$ cat src/rtl/ppn_pkg.sv
package ppn_pkg;

  // Fixed field and accumulator widths.
  localparam int ACC_W     = 42;
  localparam int SUM_W     = 25;
  localparam int D_W       = 59;
  localparam int TOTAL_W   = 9;

  // Shared multiplier: a signed 25 by 26 bit product.
  localparam int MUL_A_W   = 25;
  localparam int MUL_B_W   = 26;
  localparam int PROD_W    = MUL_A_W + MUL_B_W;

  // The 42 bit normal is split into two 21 bit chunks for the dot product.
  localparam int CHUNK_W   = ACC_W / 2;

  // Exact dot product of three 25 by 42 bit products, and its magnitude.
  localparam int DOT_W     = 70;
  localparam int DOT_TERMS = 6;
  localparam int STEP_W    = $clog2(DOT_W);

  // Multiplier operand selection codes.
  localparam int SEL_W = 4;
  localparam logic [SEL_W-1:0] SEL_EA  = 4'd0;
  localparam logic [SEL_W-1:0] SEL_EB  = 4'd1;
  localparam logic [SEL_W-1:0] SEL_EC  = 4'd2;
  localparam logic [SEL_W-1:0] SEL_DXL = 4'd3;
  localparam logic [SEL_W-1:0] SEL_DXH = 4'd4;
  localparam logic [SEL_W-1:0] SEL_DYL = 4'd5;
  localparam logic [SEL_W-1:0] SEL_DYH = 4'd6;
  localparam logic [SEL_W-1:0] SEL_DZL = 4'd7;
  localparam logic [SEL_W-1:0] SEL_DZH = 4'd8;

  typedef struct packed {
    logic             load_vertex;
    logic             load_close;
    logic             mul_en;
    logic [SEL_W-1:0] sel;
    logic             div_init;
    logic             div_step;
    logic             load_out;
  } ppn_cmd_t;

  typedef struct packed {
    logic is_last;
  } ppn_status_t;

endpackage

$ cat src/rtl/ppn_if.sv
interface ppn_vertex_if #(
  parameter int COORD_BITS = 16
);
  logic                         valid;
  logic                         ready;
  logic signed [COORD_BITS-1:0] coord_x;
  logic signed [COORD_BITS-1:0] coord_y;
  logic signed [COORD_BITS-1:0] coord_z;
  logic                         is_last;

  modport source (output valid, coord_x, coord_y, coord_z, is_last, input ready);
  modport sink (input valid, coord_x, coord_y, coord_z, is_last, output ready);
endinterface

interface ppn_plane_if;
  import ppn_pkg::*;
  logic                      valid;
  logic                      ready;
  logic signed [ACC_W-1:0]   normal_a;
  logic signed [ACC_W-1:0]   normal_b;
  logic signed [ACC_W-1:0]   normal_c;
  logic signed [D_W-1:0]     offset_d;
  logic        [TOTAL_W-1:0] vertex_total;
  logic                      overflow;

  modport source (output valid, normal_a, normal_b, normal_c, offset_d, vertex_total,
                  overflow, input ready);
  modport sink (input valid, normal_a, normal_b, normal_c, offset_d, vertex_total,
                overflow, output ready);
endinterface

$ cat src/rtl/ppn_ctrl.sv
module ppn_ctrl (
  input  logic                 clk,
  input  logic                 rst,
  input  logic                 in_valid,
  output logic                 in_ready,
  output logic                 out_valid,
  input  logic                 out_ready,
  input  ppn_pkg::ppn_status_t status,
  output ppn_pkg::ppn_cmd_t    cmd
);
  import ppn_pkg::*;

  localparam logic [3:0] S_IDLE  = 4'd0;
  localparam logic [3:0] S_EA    = 4'd1;
  localparam logic [3:0] S_EB    = 4'd2;
  localparam logic [3:0] S_EC    = 4'd3;
  localparam logic [3:0] S_CA    = 4'd4;
  localparam logic [3:0] S_CB    = 4'd5;
  localparam logic [3:0] S_CC    = 4'd6;
  localparam logic [3:0] S_DOT   = 4'd7;
  localparam logic [3:0] S_DWAIT = 4'd8;
  localparam logic [3:0] S_DINIT = 4'd9;
  localparam logic [3:0] S_DIV   = 4'd10;
  localparam logic [3:0] S_LOAD  = 4'd11;

  logic [3:0]        state, state_next;
  logic [STEP_W-1:0] step, step_next;
  logic              out_valid_next;

  always_comb begin
    state_next     = state;
    step_next      = step;
    out_valid_next = out_valid;
    in_ready       = 1'b0;
    cmd            = '0;
    if (out_valid && out_ready) begin
      out_valid_next = 1'b0;
    end
    unique case (state)
      S_IDLE: begin
        in_ready = 1'b1;
        if (in_valid) begin
          cmd.load_vertex = 1'b1;
          state_next      = S_EA;
        end
      end
      S_EA, S_CA: begin
        cmd.mul_en = 1'b1;
        cmd.sel    = SEL_EA;
        state_next = (state == S_EA) ? S_EB : S_CB;
      end
      S_EB, S_CB: begin
        cmd.mul_en = 1'b1;
        cmd.sel    = SEL_EB;
        state_next = (state == S_EB) ? S_EC : S_CC;
      end
      S_EC: begin
        cmd.mul_en = 1'b1;
        cmd.sel    = SEL_EC;
        if (status.is_last) begin
          cmd.load_close = 1'b1;
          state_next     = S_CA;
        end else begin
          state_next = S_IDLE;
        end
      end
      S_CC: begin
        cmd.mul_en = 1'b1;
        cmd.sel    = SEL_EC;
        step_next  = '0;
        state_next = S_DOT;
      end
      S_DOT: begin
        cmd.mul_en = 1'b1;
        unique case (step[2:0])
          3'd0:    cmd.sel = SEL_DXL;
          3'd1:    cmd.sel = SEL_DXH;
          3'd2:    cmd.sel = SEL_DYL;
          3'd3:    cmd.sel = SEL_DYH;
          3'd4:    cmd.sel = SEL_DZL;
          default: cmd.sel = SEL_DZH;
        endcase
        if (step == STEP_W'(DOT_TERMS - 1)) begin
          step_next  = '0;
          state_next = S_DWAIT;
        end else begin
          step_next = step + 1'b1;
        end
      end
      S_DWAIT: begin
        state_next = S_DINIT;
      end
      S_DINIT: begin
        cmd.div_init = 1'b1;
        step_next    = '0;
        state_next   = S_DIV;
      end
      S_DIV: begin
        cmd.div_step = 1'b1;
        if (step == STEP_W'(DOT_W - 1)) begin
          state_next = S_LOAD;
        end else begin
          step_next = step + 1'b1;
        end
      end
      S_LOAD: begin
        if (!out_valid || out_ready) begin
          cmd.load_out   = 1'b1;
          out_valid_next = 1'b1;
          state_next     = S_IDLE;
        end
      end
      default: begin
        state_next = S_IDLE;
      end
    endcase
  end

  always_ff @(posedge clk) begin
    if (rst) begin
      state     <= S_IDLE;
      step      <= '0;
      out_valid <= 1'b0;
    end else begin
      state     <= state_next;
      step      <= step_next;
      out_valid <= out_valid_next;
    end
  end

endmodule

$ cat src/rtl/ppn_datapath.sv
module ppn_datapath #(
  parameter int MAX_VERTICES = 256,
  parameter int COORD_BITS   = 16
) (
  input  logic                                  clk,
  input  logic                                  rst,
  input  ppn_pkg::ppn_cmd_t                     cmd,
  output ppn_pkg::ppn_status_t                  status,
  input  logic signed [COORD_BITS-1:0]          coord_x,
  input  logic signed [COORD_BITS-1:0]          coord_y,
  input  logic signed [COORD_BITS-1:0]          coord_z,
  input  logic                                  is_last,
  output logic signed [ppn_pkg::ACC_W-1:0]      normal_a,
  output logic signed [ppn_pkg::ACC_W-1:0]      normal_b,
  output logic signed [ppn_pkg::ACC_W-1:0]      normal_c,
  output logic signed [ppn_pkg::D_W-1:0]        offset_d,
  output logic        [ppn_pkg::TOTAL_W-1:0]    vertex_total,
  output logic                                  overflow
);
  import ppn_pkg::*;

  localparam int CNT_W = $clog2(MAX_VERTICES + 1);

  // Polygon state.
  logic signed [COORD_BITS-1:0] first_x, first_y, first_z;
  logic signed [COORD_BITS-1:0] prev_x, prev_y, prev_z;
  logic        [ACC_W-1:0]      acc_a, acc_b, acc_c;
  logic        [SUM_W-1:0]      sum_x, sum_y, sum_z;
  logic        [CNT_W-1:0]      count;
  logic                         ovf_seen;
  logic                         last_q;

  // Edge endpoints for the multiplier.
  logic signed [COORD_BITS-1:0] ei_x, ei_y, ei_z;
  logic signed [COORD_BITS-1:0] ej_x, ej_y, ej_z;

  // Multiplier and accumulation.
  logic signed [MUL_A_W-1:0] a_op;
  logic signed [MUL_B_W-1:0] b_op;
  logic signed [PROD_W-1:0]  prod;
  logic                      acc_en_q;
  logic        [SEL_W-1:0]   acc_sel_q;
  logic signed [DOT_W-1:0]   dot;

  // Divider.
  logic [DOT_W-1:0] quo;
  logic [CNT_W-1:0] rem;
  logic [CNT_W:0]   trial;
  logic             trial_ge;
  logic             neg_q;
  logic [DOT_W-1:0] d_full;

  assign status.is_last = last_q;

  always_comb begin
    unique case (cmd.sel)
      SEL_EA: begin
        a_op = MUL_A_W'(ei_y) - MUL_A_W'(ej_y);
        b_op = MUL_B_W'(ei_z) + MUL_B_W'(ej_z);
      end
      SEL_EB: begin
        a_op = MUL_A_W'(ei_z) - MUL_A_W'(ej_z);
        b_op = MUL_B_W'(ei_x) + MUL_B_W'(ej_x);
      end
      SEL_EC: begin
        a_op = MUL_A_W'(ei_x) - MUL_A_W'(ej_x);
        b_op = MUL_B_W'(ei_y) + MUL_B_W'(ej_y);
      end
      SEL_DXL: begin
        a_op = $signed(sum_x);
        b_op = MUL_B_W'({1'b0, acc_a[CHUNK_W-1:0]});
      end
      SEL_DXH: begin
        a_op = $signed(sum_x);
        b_op = MUL_B_W'($signed(acc_a[ACC_W-1:CHUNK_W]));
      end
      SEL_DYL: begin
        a_op = $signed(sum_y);
        b_op = MUL_B_W'({1'b0, acc_b[CHUNK_W-1:0]});
      end
      SEL_DYH: begin
        a_op = $signed(sum_y);
        b_op = MUL_B_W'($signed(acc_b[ACC_W-1:CHUNK_W]));
      end
      SEL_DZL: begin
        a_op = $signed(sum_z);
        b_op = MUL_B_W'({1'b0, acc_c[CHUNK_W-1:0]});
      end
      SEL_DZH: begin
        a_op = $signed(sum_z);
        b_op = MUL_B_W'($signed(acc_c[ACC_W-1:CHUNK_W]));
      end
      default: begin
        a_op = '0;
        b_op = '0;
      end
    endcase
  end

  // Restoring division, one quotient bit a cycle.
  assign trial    = {rem, quo[DOT_W-1]};
  assign trial_ge = (trial >= {1'b0, count});
  assign d_full   = neg_q ? quo : (~quo + 1'b1);

  // Payload and datapath registers without reset.
  always_ff @(posedge clk) begin
    if (cmd.load_vertex) begin
      if (count == '0) begin
        ei_x <= coord_x;
        ei_y <= coord_y;
        ei_z <= coord_z;
      end else begin
        ei_x <= prev_x;
        ei_y <= prev_y;
        ei_z <= prev_z;
      end
      ej_x <= coord_x;
      ej_y <= coord_y;
      ej_z <= coord_z;
    end else if (cmd.load_close) begin
      ei_x <= ej_x;
      ei_y <= ej_y;
      ei_z <= ej_z;
      ej_x <= first_x;
      ej_y <= first_y;
      ej_z <= first_z;
    end
    if (cmd.mul_en) begin
      prod <= a_op * b_op;
    end
    acc_sel_q <= cmd.sel;
    if (cmd.div_init) begin
      neg_q <= dot[DOT_W-1];
      quo   <= dot[DOT_W-1] ? DOT_W'(-dot) : DOT_W'(dot);
      rem   <= '0;
    end else if (cmd.div_step) begin
      quo <= {quo[DOT_W-2:0], trial_ge};
      rem <= trial_ge ? CNT_W'(trial - {1'b0, count}) : trial[CNT_W-1:0];
    end
    if (cmd.load_out) begin
      normal_a     <= $signed(acc_a);
      normal_b     <= $signed(acc_b);
      normal_c     <= $signed(acc_c);
      offset_d     <= $signed(d_full[D_W-1:0]);
      vertex_total <= TOTAL_W'(count);
      overflow     <= ovf_seen;
    end
  end

  // Polygon state, cleared by reset and after each result.
  always_ff @(posedge clk) begin
    if (rst || cmd.load_out) begin
      first_x  <= '0;
      first_y  <= '0;
      first_z  <= '0;
      prev_x   <= '0;
      prev_y   <= '0;
      prev_z   <= '0;
      acc_a    <= '0;
      acc_b    <= '0;
      acc_c    <= '0;
      sum_x    <= '0;
      sum_y    <= '0;
      sum_z    <= '0;
      count    <= '0;
      ovf_seen <= 1'b0;
      last_q   <= 1'b0;
      dot      <= '0;
      acc_en_q <= 1'b0;
    end else begin
      acc_en_q <= cmd.mul_en;
      if (cmd.load_vertex) begin
        if (count == '0) begin
          first_x <= coord_x;
          first_y <= coord_y;
          first_z <= coord_z;
        end
        prev_x <= coord_x;
        prev_y <= coord_y;
        prev_z <= coord_z;
        sum_x  <= sum_x + SUM_W'(coord_x);
        sum_y  <= sum_y + SUM_W'(coord_y);
        sum_z  <= sum_z + SUM_W'(coord_z);
        if (count >= CNT_W'(MAX_VERTICES)) begin
          ovf_seen <= 1'b1;
        end else begin
          count <= count + 1'b1;
        end
        last_q <= is_last;
      end
      if (acc_en_q) begin
        unique case (acc_sel_q)
          SEL_EA: acc_a <= acc_a + prod[ACC_W-1:0];
          SEL_EB: acc_b <= acc_b + prod[ACC_W-1:0];
          SEL_EC: acc_c <= acc_c + prod[ACC_W-1:0];
          SEL_DXL, SEL_DYL, SEL_DZL: dot <= dot + DOT_W'(prod);
          SEL_DXH, SEL_DYH, SEL_DZH: dot <= dot + (DOT_W'(prod) <<< CHUNK_W);
          default: dot <= dot;
        endcase
      end
    end
  end

endmodule

$ cat src/rtl/polygon_plane_newell_unit.sv
// A vertex that does not close its polygon runs through its a, b and c edge products
// before the next vertex is taken. A closing vertex holds the unit through the closing
// edge, 6 dot-product steps and the bit-serial divider until its result is loaded.
// A result waiting at the output does not block the first vertices of the next polygon.
// Reset (synchronous, active high) clears all polygon state and drops the output item.
module polygon_plane_newell_unit #(
  parameter int MAX_VERTICES = 256,
  parameter int COORD_BITS   = 16
) (
  input  logic  clk,
  input  logic  rst,
  ppn_vertex_if.sink  vertex,
  ppn_plane_if.source plane
);
  import ppn_pkg::*;

  // The controller sequences each vertex through its a, b and c edge products on one
  // shared multiplier. On the closing vertex it adds the edge back to the first
  // vertex, forms the exact dot product of the coordinate sums and normal in six partial
  // products, and divides its magnitude by the vertex count one quotient bit per cycle.
  ppn_cmd_t    cmd;
  ppn_status_t status;

  ppn_ctrl u_ctrl (
    .clk       (clk),
    .rst       (rst),
    .in_valid  (vertex.valid),
    .in_ready  (vertex.ready),
    .out_valid (plane.valid),
    .out_ready (plane.ready),
    .status    (status),
    .cmd       (cmd)
  );

  // The datapath holds the polygon state, the multiplier, the divider and the
  // output item register.
  ppn_datapath #(
    .MAX_VERTICES (MAX_VERTICES),
    .COORD_BITS   (COORD_BITS)
  ) u_datapath (
    .clk          (clk),
    .rst          (rst),
    .cmd          (cmd),
    .status       (status),
    .coord_x      (vertex.coord_x),
    .coord_y      (vertex.coord_y),
    .coord_z      (vertex.coord_z),
    .is_last      (vertex.is_last),
    .normal_a     (plane.normal_a),
    .normal_b     (plane.normal_b),
    .normal_c     (plane.normal_c),
    .offset_d     (plane.offset_d),
    .vertex_total (plane.vertex_total),
    .overflow     (plane.overflow)
  );

endmodule

$ cat src/flat_wrapper.sv
// flat-port wrapper written by rule: the top's interface ports become plain ports
module polygon_plane_newell_unit_flat import ppn_pkg::*;
#(
  parameter int MAX_VERTICES = 256,
  parameter int COORD_BITS   = 16
)
  (clk, rst, vertex_valid, vertex_coord_x, vertex_coord_y, vertex_coord_z, vertex_is_last, vertex_ready, plane_valid, plane_normal_a, plane_normal_b, plane_normal_c, plane_offset_d, plane_vertex_total, plane_overflow, plane_ready);
  ppn_vertex_if #(.COORD_BITS(COORD_BITS)) vertex_i ();
  ppn_plane_if plane_i ();
  input  logic clk;
  input  logic rst;
  input wire logic [$bits(vertex_i.valid)-1:0] vertex_valid;
  input wire logic [$bits(vertex_i.coord_x)-1:0] vertex_coord_x;
  input wire logic [$bits(vertex_i.coord_y)-1:0] vertex_coord_y;
  input wire logic [$bits(vertex_i.coord_z)-1:0] vertex_coord_z;
  input wire logic [$bits(vertex_i.is_last)-1:0] vertex_is_last;
  output wire logic [$bits(vertex_i.ready)-1:0] vertex_ready;
  output wire logic [$bits(plane_i.valid)-1:0] plane_valid;
  output wire logic [$bits(plane_i.normal_a)-1:0] plane_normal_a;
  output wire logic [$bits(plane_i.normal_b)-1:0] plane_normal_b;
  output wire logic [$bits(plane_i.normal_c)-1:0] plane_normal_c;
  output wire logic [$bits(plane_i.offset_d)-1:0] plane_offset_d;
  output wire logic [$bits(plane_i.vertex_total)-1:0] plane_vertex_total;
  output wire logic [$bits(plane_i.overflow)-1:0] plane_overflow;
  input wire logic [$bits(plane_i.ready)-1:0] plane_ready;
  assign vertex_i.valid = vertex_valid;
  assign vertex_i.coord_x = vertex_coord_x;
  assign vertex_i.coord_y = vertex_coord_y;
  assign vertex_i.coord_z = vertex_coord_z;
  assign vertex_i.is_last = vertex_is_last;
  assign vertex_ready = vertex_i.ready;
  assign plane_valid = plane_i.valid;
  assign plane_normal_a = plane_i.normal_a;
  assign plane_normal_b = plane_i.normal_b;
  assign plane_normal_c = plane_i.normal_c;
  assign plane_offset_d = plane_i.offset_d;
  assign plane_vertex_total = plane_i.vertex_total;
  assign plane_overflow = plane_i.overflow;
  assign plane_i.ready = plane_ready;
  polygon_plane_newell_unit #(.MAX_VERTICES(MAX_VERTICES), .COORD_BITS(COORD_BITS)) u_core (.clk(clk), .rst(rst), .vertex(vertex_i), .plane(plane_i));
endmodule
$ cat config.mk
export PLATFORM = sky130hd
export DESIGN_NAME = polygon_plane_newell_unit_flat
export DESIGN_NICKNAME = d
export VERILOG_FILES = /design/src/rtl/ppn_pkg.sv /design/src/rtl/ppn_if.sv /design/src/rtl/ppn_ctrl.sv /design/src/rtl/ppn_datapath.sv /design/src/rtl/polygon_plane_newell_unit.sv /design/src/flat_wrapper.sv
export SDC_FILE = /design/constraint.sdc
export NUM_CORES = 2
export LEC_CHECK = 0
export BUFFER_PORTS_ARGS = -buffer_cell sky130_fd_sc_hd__buf_4
export CAP_MARGIN = 20
export CORE_MARGIN = 2
export CORE_UTILIZATION = 60
export CTS_CLUSTER_DIAMETER = 150
export DETAILED_ROUTE_END_ITERATION = 6
export PLACE_DENSITY = 0.77
export SLEW_MARGIN = 20
export SYNTH_ARGS = -nofsm -noshare
export SYNTH_HDL_FRONTEND = slang
export SYNTH_SLANG_ARGS = --single-unit
$ cat constraint.sdc
create_clock -name clk -period 26.7 [get_ports clk]
set_clock_uncertainty 0.05 [all_clocks]
set_input_delay 5.34 -clock clk [delete_from_list [all_inputs] [get_ports clk]]
set_output_delay 5.34 -clock clk [all_outputs]
set_load 0.005 [all_outputs]
==> summary.md <==
| Metric | Value |
|---|---|
| Status | finished, violations left |
| Failing checks | design-rule violations |
| Vias in the first global route | approximately 64000 |
| Worst flop-to-flop path endpoint | u_core.u_datapath.prod[48]$_DFFE_PN_ |
| Min cycle time layout | ~12 ns |
| Worst setup margin | 14.74 ns |
| Syn. warnings | 0 |
| Most common cell after layout, fill and taps aside | nand2_1 |
| Largest net degree at the start of global routing | approximately 220 |
| Primary FF master, synth | edfxtp_1 |
| Die width | roughly 360 µm |
| Root Driver | clkbuf_16 |
| Crit-path slowest cell | and4b_1 |
| Inst Count DP | 10224 |
| Mapped Cells | 8648 |
| Required @ worst endpoint | around 27 ns |
| # IOs | 250 |
| Sequential share of the synthesized area | a little over a quarter |
| Cell Area, Placed | ~80000 µm² |
| CP Capture Type | register |
| Nets | between 9000 and 10000 |
| Syn nets | 9888 |
| Die Ht | roughly 360 µm |
| Final instance area | approximately 81000 µm² |
| WS Path Type | reg2reg |
| Setup TNS Final | 0 ns |
| Cell mode on critical path | fa_1 |
| R2R depth | 37 |
| Post-synthesis instance area | 75200 µm² |
| Max Freq | 83.6 MHz |
| CP startpoint kind | register |
| Worst-Skew Late Latency | about 0.74 ns |
| Post-Place Setup Slack | between 15 and 20 ns |
| First-pass GRT wire length | roughly 370000 µm |
| Input/output buffers | ~250 |
| Crit Path Max Fanout | 24 |
| Initial antenna violation count | 4 |
| Worst Hold Depth | 0 |
| #FFs+latches synth | about 800 |
| Hold Crit Endpoint | u_core.u_datapath.overflow$_DFFE_PP_ |
| CTS Sinks | 817 |
| Syn avg cell area | between 8 and 9 µm² |
| Cell variety after synth | 90 |
| MaxCap Viol Count | 0 |
| Critical path's largest stage delay | 0.88 ns |
| Number of DRC markers in iteration 0 | 7204 |
| Pins Over Slew Limit | 0 |
| HP Start | u_core.u_datapath.ovf_seen$_SDFFE_PP0P_ |
| Worst reg2reg setup slack | between 10 and 15 ns |
| Setup repair after global routing missed its margin | no |
| Final hold violations | 0 |
| Final setup fails | 0 |
| Antenna viol nets, final | 0 |
| Cts-stage hold buffer count | 0 |
| Die Area | about 130000 µm² |
| Total Routing Usage GR | between 30% and 40% |
| Row cnt | about 130 |
| Initial Util | 60.6% |
| Relative slew slack | between 10% and 20% |
| Max clock buf depth | 3 |
| WL/cell | 23.8 µm |
| Asr flop ratio synth | 0% |
| Final HPWL DP | between 150000 and 200000 µm |
| CP arrival | about 12 ns |
| Post-CTS Setup Bufs | 0 |
| Vias per cell | 6.26 |
| Final wirelength | 247000 µm |
| Number of gates resized after CTS | 0 |
| Least-Margin Pin Slew | ~1.3 ns |
| CTS tree | done |
| Share of cells above drive strength 1 | about 7.0% |
| 1st-pass router iterations | 7 |
| Grt total ovfl | 0 |
| Period utilisation layout | 44.8% |
| CP startpoint | u_core.u_ctrl.state[0]$_SDFFE_PP0P_ |
| Area grow syn2layout | 8.40% |
| Routed via count | between 60000 and 70000 |
| Tightest Hold Check Type | reg2reg |
| GPL Wtd Cong | around 1.0 |
| H-tree lvl count | 3 |
| EDFF count, synth | just over 400 |
| # DRC | 6 |
| Most frequent cells in the layout | nand2_1 (1202), inv_1 (856), a21oi_1 (822) |
| Fin cells | 10397 |
| Num CTS Buffers | 91 |
| Worst r2r src | u_core.u_ctrl.state[0]$_SDFFE_PP0P_ |
| CTS clk-pin slew, worst paths | ~0.070 ns |
| Core area | approximately 120000 µm² |
[how the worst max path moves through the flow]
stage / end / slack (ns) / depth (start not counted)
after floorplan: u_core.u_datapath.count[0]$_SDFFE_PP0P_ / 10.55 / 7
after global placement: u_core.u_datapath.prod[50]$_DFFE_PN_ / 15.21 / 37
after detailed placement: u_core.u_datapath.prod[48]$_DFFE_PN_ / 15.04 / 34
after CTS: u_core.u_datapath.prod[48]$_DFFE_PN_ / 14.98 / 37
after global routing: u_core.u_datapath.prod[50]$_DFFE_PN_ / 14.23 / 34
final: u_core.u_datapath.prod[48]$_DFFE_PN_ / 14.74 / 37
[synthesized netlist by cell type, types with 17 or more instances]
| cell | count | area, µm² |
|---|---|---|
| nand2b_1 | 100 | 626 |
| nor4_1 | 29 | 181 |
| mux2i_1 | 72 | 721 |
| a211oi_1 | 72 | 541 |
| a31oi_1 | 61 | 382 |
| a222oi_1 | 37 | 370 |
| nor3_1 | 98 | 490 |
| nand3_1 | 118 | 591 |
| buf_2 | 44 | 220 |
| ha_1 | 564 | 7060 |
| o21bai_1 | 67 | 503 |
| o31ai_1 | 58 | 435 |
| o41ai_1 | 19 | 166 |
| dfxtp_1 | 404 | 8090 |
| a41oi_1 | 17 | 149 |
| xnor2_1 | 268 | 2350 |
| o21a_1 | 41 | 308 |
| o21ai_0 | 361 | 1810 |
| xor2_1 | 233 | 2040 |
| and2_1 | 50 | 313 |
| nor2b_1 | 69 | 432 |
| nand4_1 | 63 | 394 |
| clkbuf_1 | 340 | 1280 |
| a21oi_1 | 823 | 4120 |
| a21o_1 | 250 | 1880 |
| buf_1 | 18 | 67.6 |
| or2_2 | 45 | 282 |
| or3_1 | 57 | 357 |
| fa_1 | 623 | 12500 |
| edfxtp_1 | 413 | 12400 |
| a221oi_1 | 21 | 184 |
| nor2_1 | 722 | 2710 |
| inv_1 | 857 | 3220 |
| o221ai_1 | 26 | 228 |
| or4_1 | 18 | 135 |
| o211ai_1 | 30 | 225 |
| and3_1 | 63 | 394 |
| nand2_1 | 1204 | 4520 |
[per-layer routing]
layer | vias to the layer above | part of all wire, % | GRT usage, %
li1 | 29701 | - | -
met1 | 31405 | 39 | 50.3
met2 | 3278 | 44 | 59.3
met3 | 692 | 11 | 8.70
met4 | 4 | 6.1 | 20.5
met5 | - | 0.0085 | 0
[stage by stage]
step	hold slack [ns]	util, %
2_1_floorplan	0.356	-
3_3_place_gp	0.362	63.3
3_5_place_dp	0.376	63.3
4_1_cts	0.391	65.7
5_1_grt	0.404	65.7
6_report	0.388	65.7
[worst max-delay path, delay by kind of cell, from the launching register on]
kind | cells | cell delay (ns)
AND/OR/NAND/NOR | 10 | 2.32
adder cells (fa/ha/maj) | 8 | 3.88
flip-flops | 1 | 0.67
buffers and inverters | 8 | 0.89
AO/OA/AOI/OAI | 11 | 3.77
[registers in the layout, indices dropped and copies added (netlist names), 25 cells and up]
signal and count:
u_core.u_datapath.acc_a 42, u_core.u_datapath.acc_b 42, u_core.u_datapath.acc_c 42, u_core.u_datapath.dot 70, u_core.u_datapath.normal_a 42, u_core.u_datapath.normal_b 42
u_core.u_datapath.normal_c 42, u_core.u_datapath.offset_d 59, u_core.u_datapath.prod 51, u_core.u_datapath.quo 70, u_core.u_datapath.sum_x 25, u_core.u_datapath.sum_y 25
u_core.u_datapath.sum_z 25
[area by class of cell]
class                           count  area (µm²)
Fill cell                       10133       42500
Inverter                          857        3220
Clock buffer                      119        2480
Multi-Input combinational cell   6570       50100
Sequential cell                   817       20500
Clock inverter                     53         537
Tap cell                         1637        2050
Antenna cell                        1        2.50
Timing Repair Buffer              343        2590
[logic make-up (layout without fill, tap and decap cells)]
| family | count (synthesis) | after routing | synth area share, % |
|---|---|---|---|
| other cells | 0 | 1 | 0 |
| buf+inv | 1261 | 1372 | 6.38 |
| mux | 74 | 74 | 0.989 |
| fa+ha+maj | 1187 | 1187 | 26.0 |
| xor+xnor | 501 | 501 | 5.84 |
| compound gates | 2072 | 2072 | 17.2 |
| flops | 817 | 817 | 27.3 |
| simple gates | 2736 | 2736 | 16.4 |
Power is left out: the tool's default activity adds up to more than one toggle a clock period on the data nets, which glitch-free logic cannot reach.
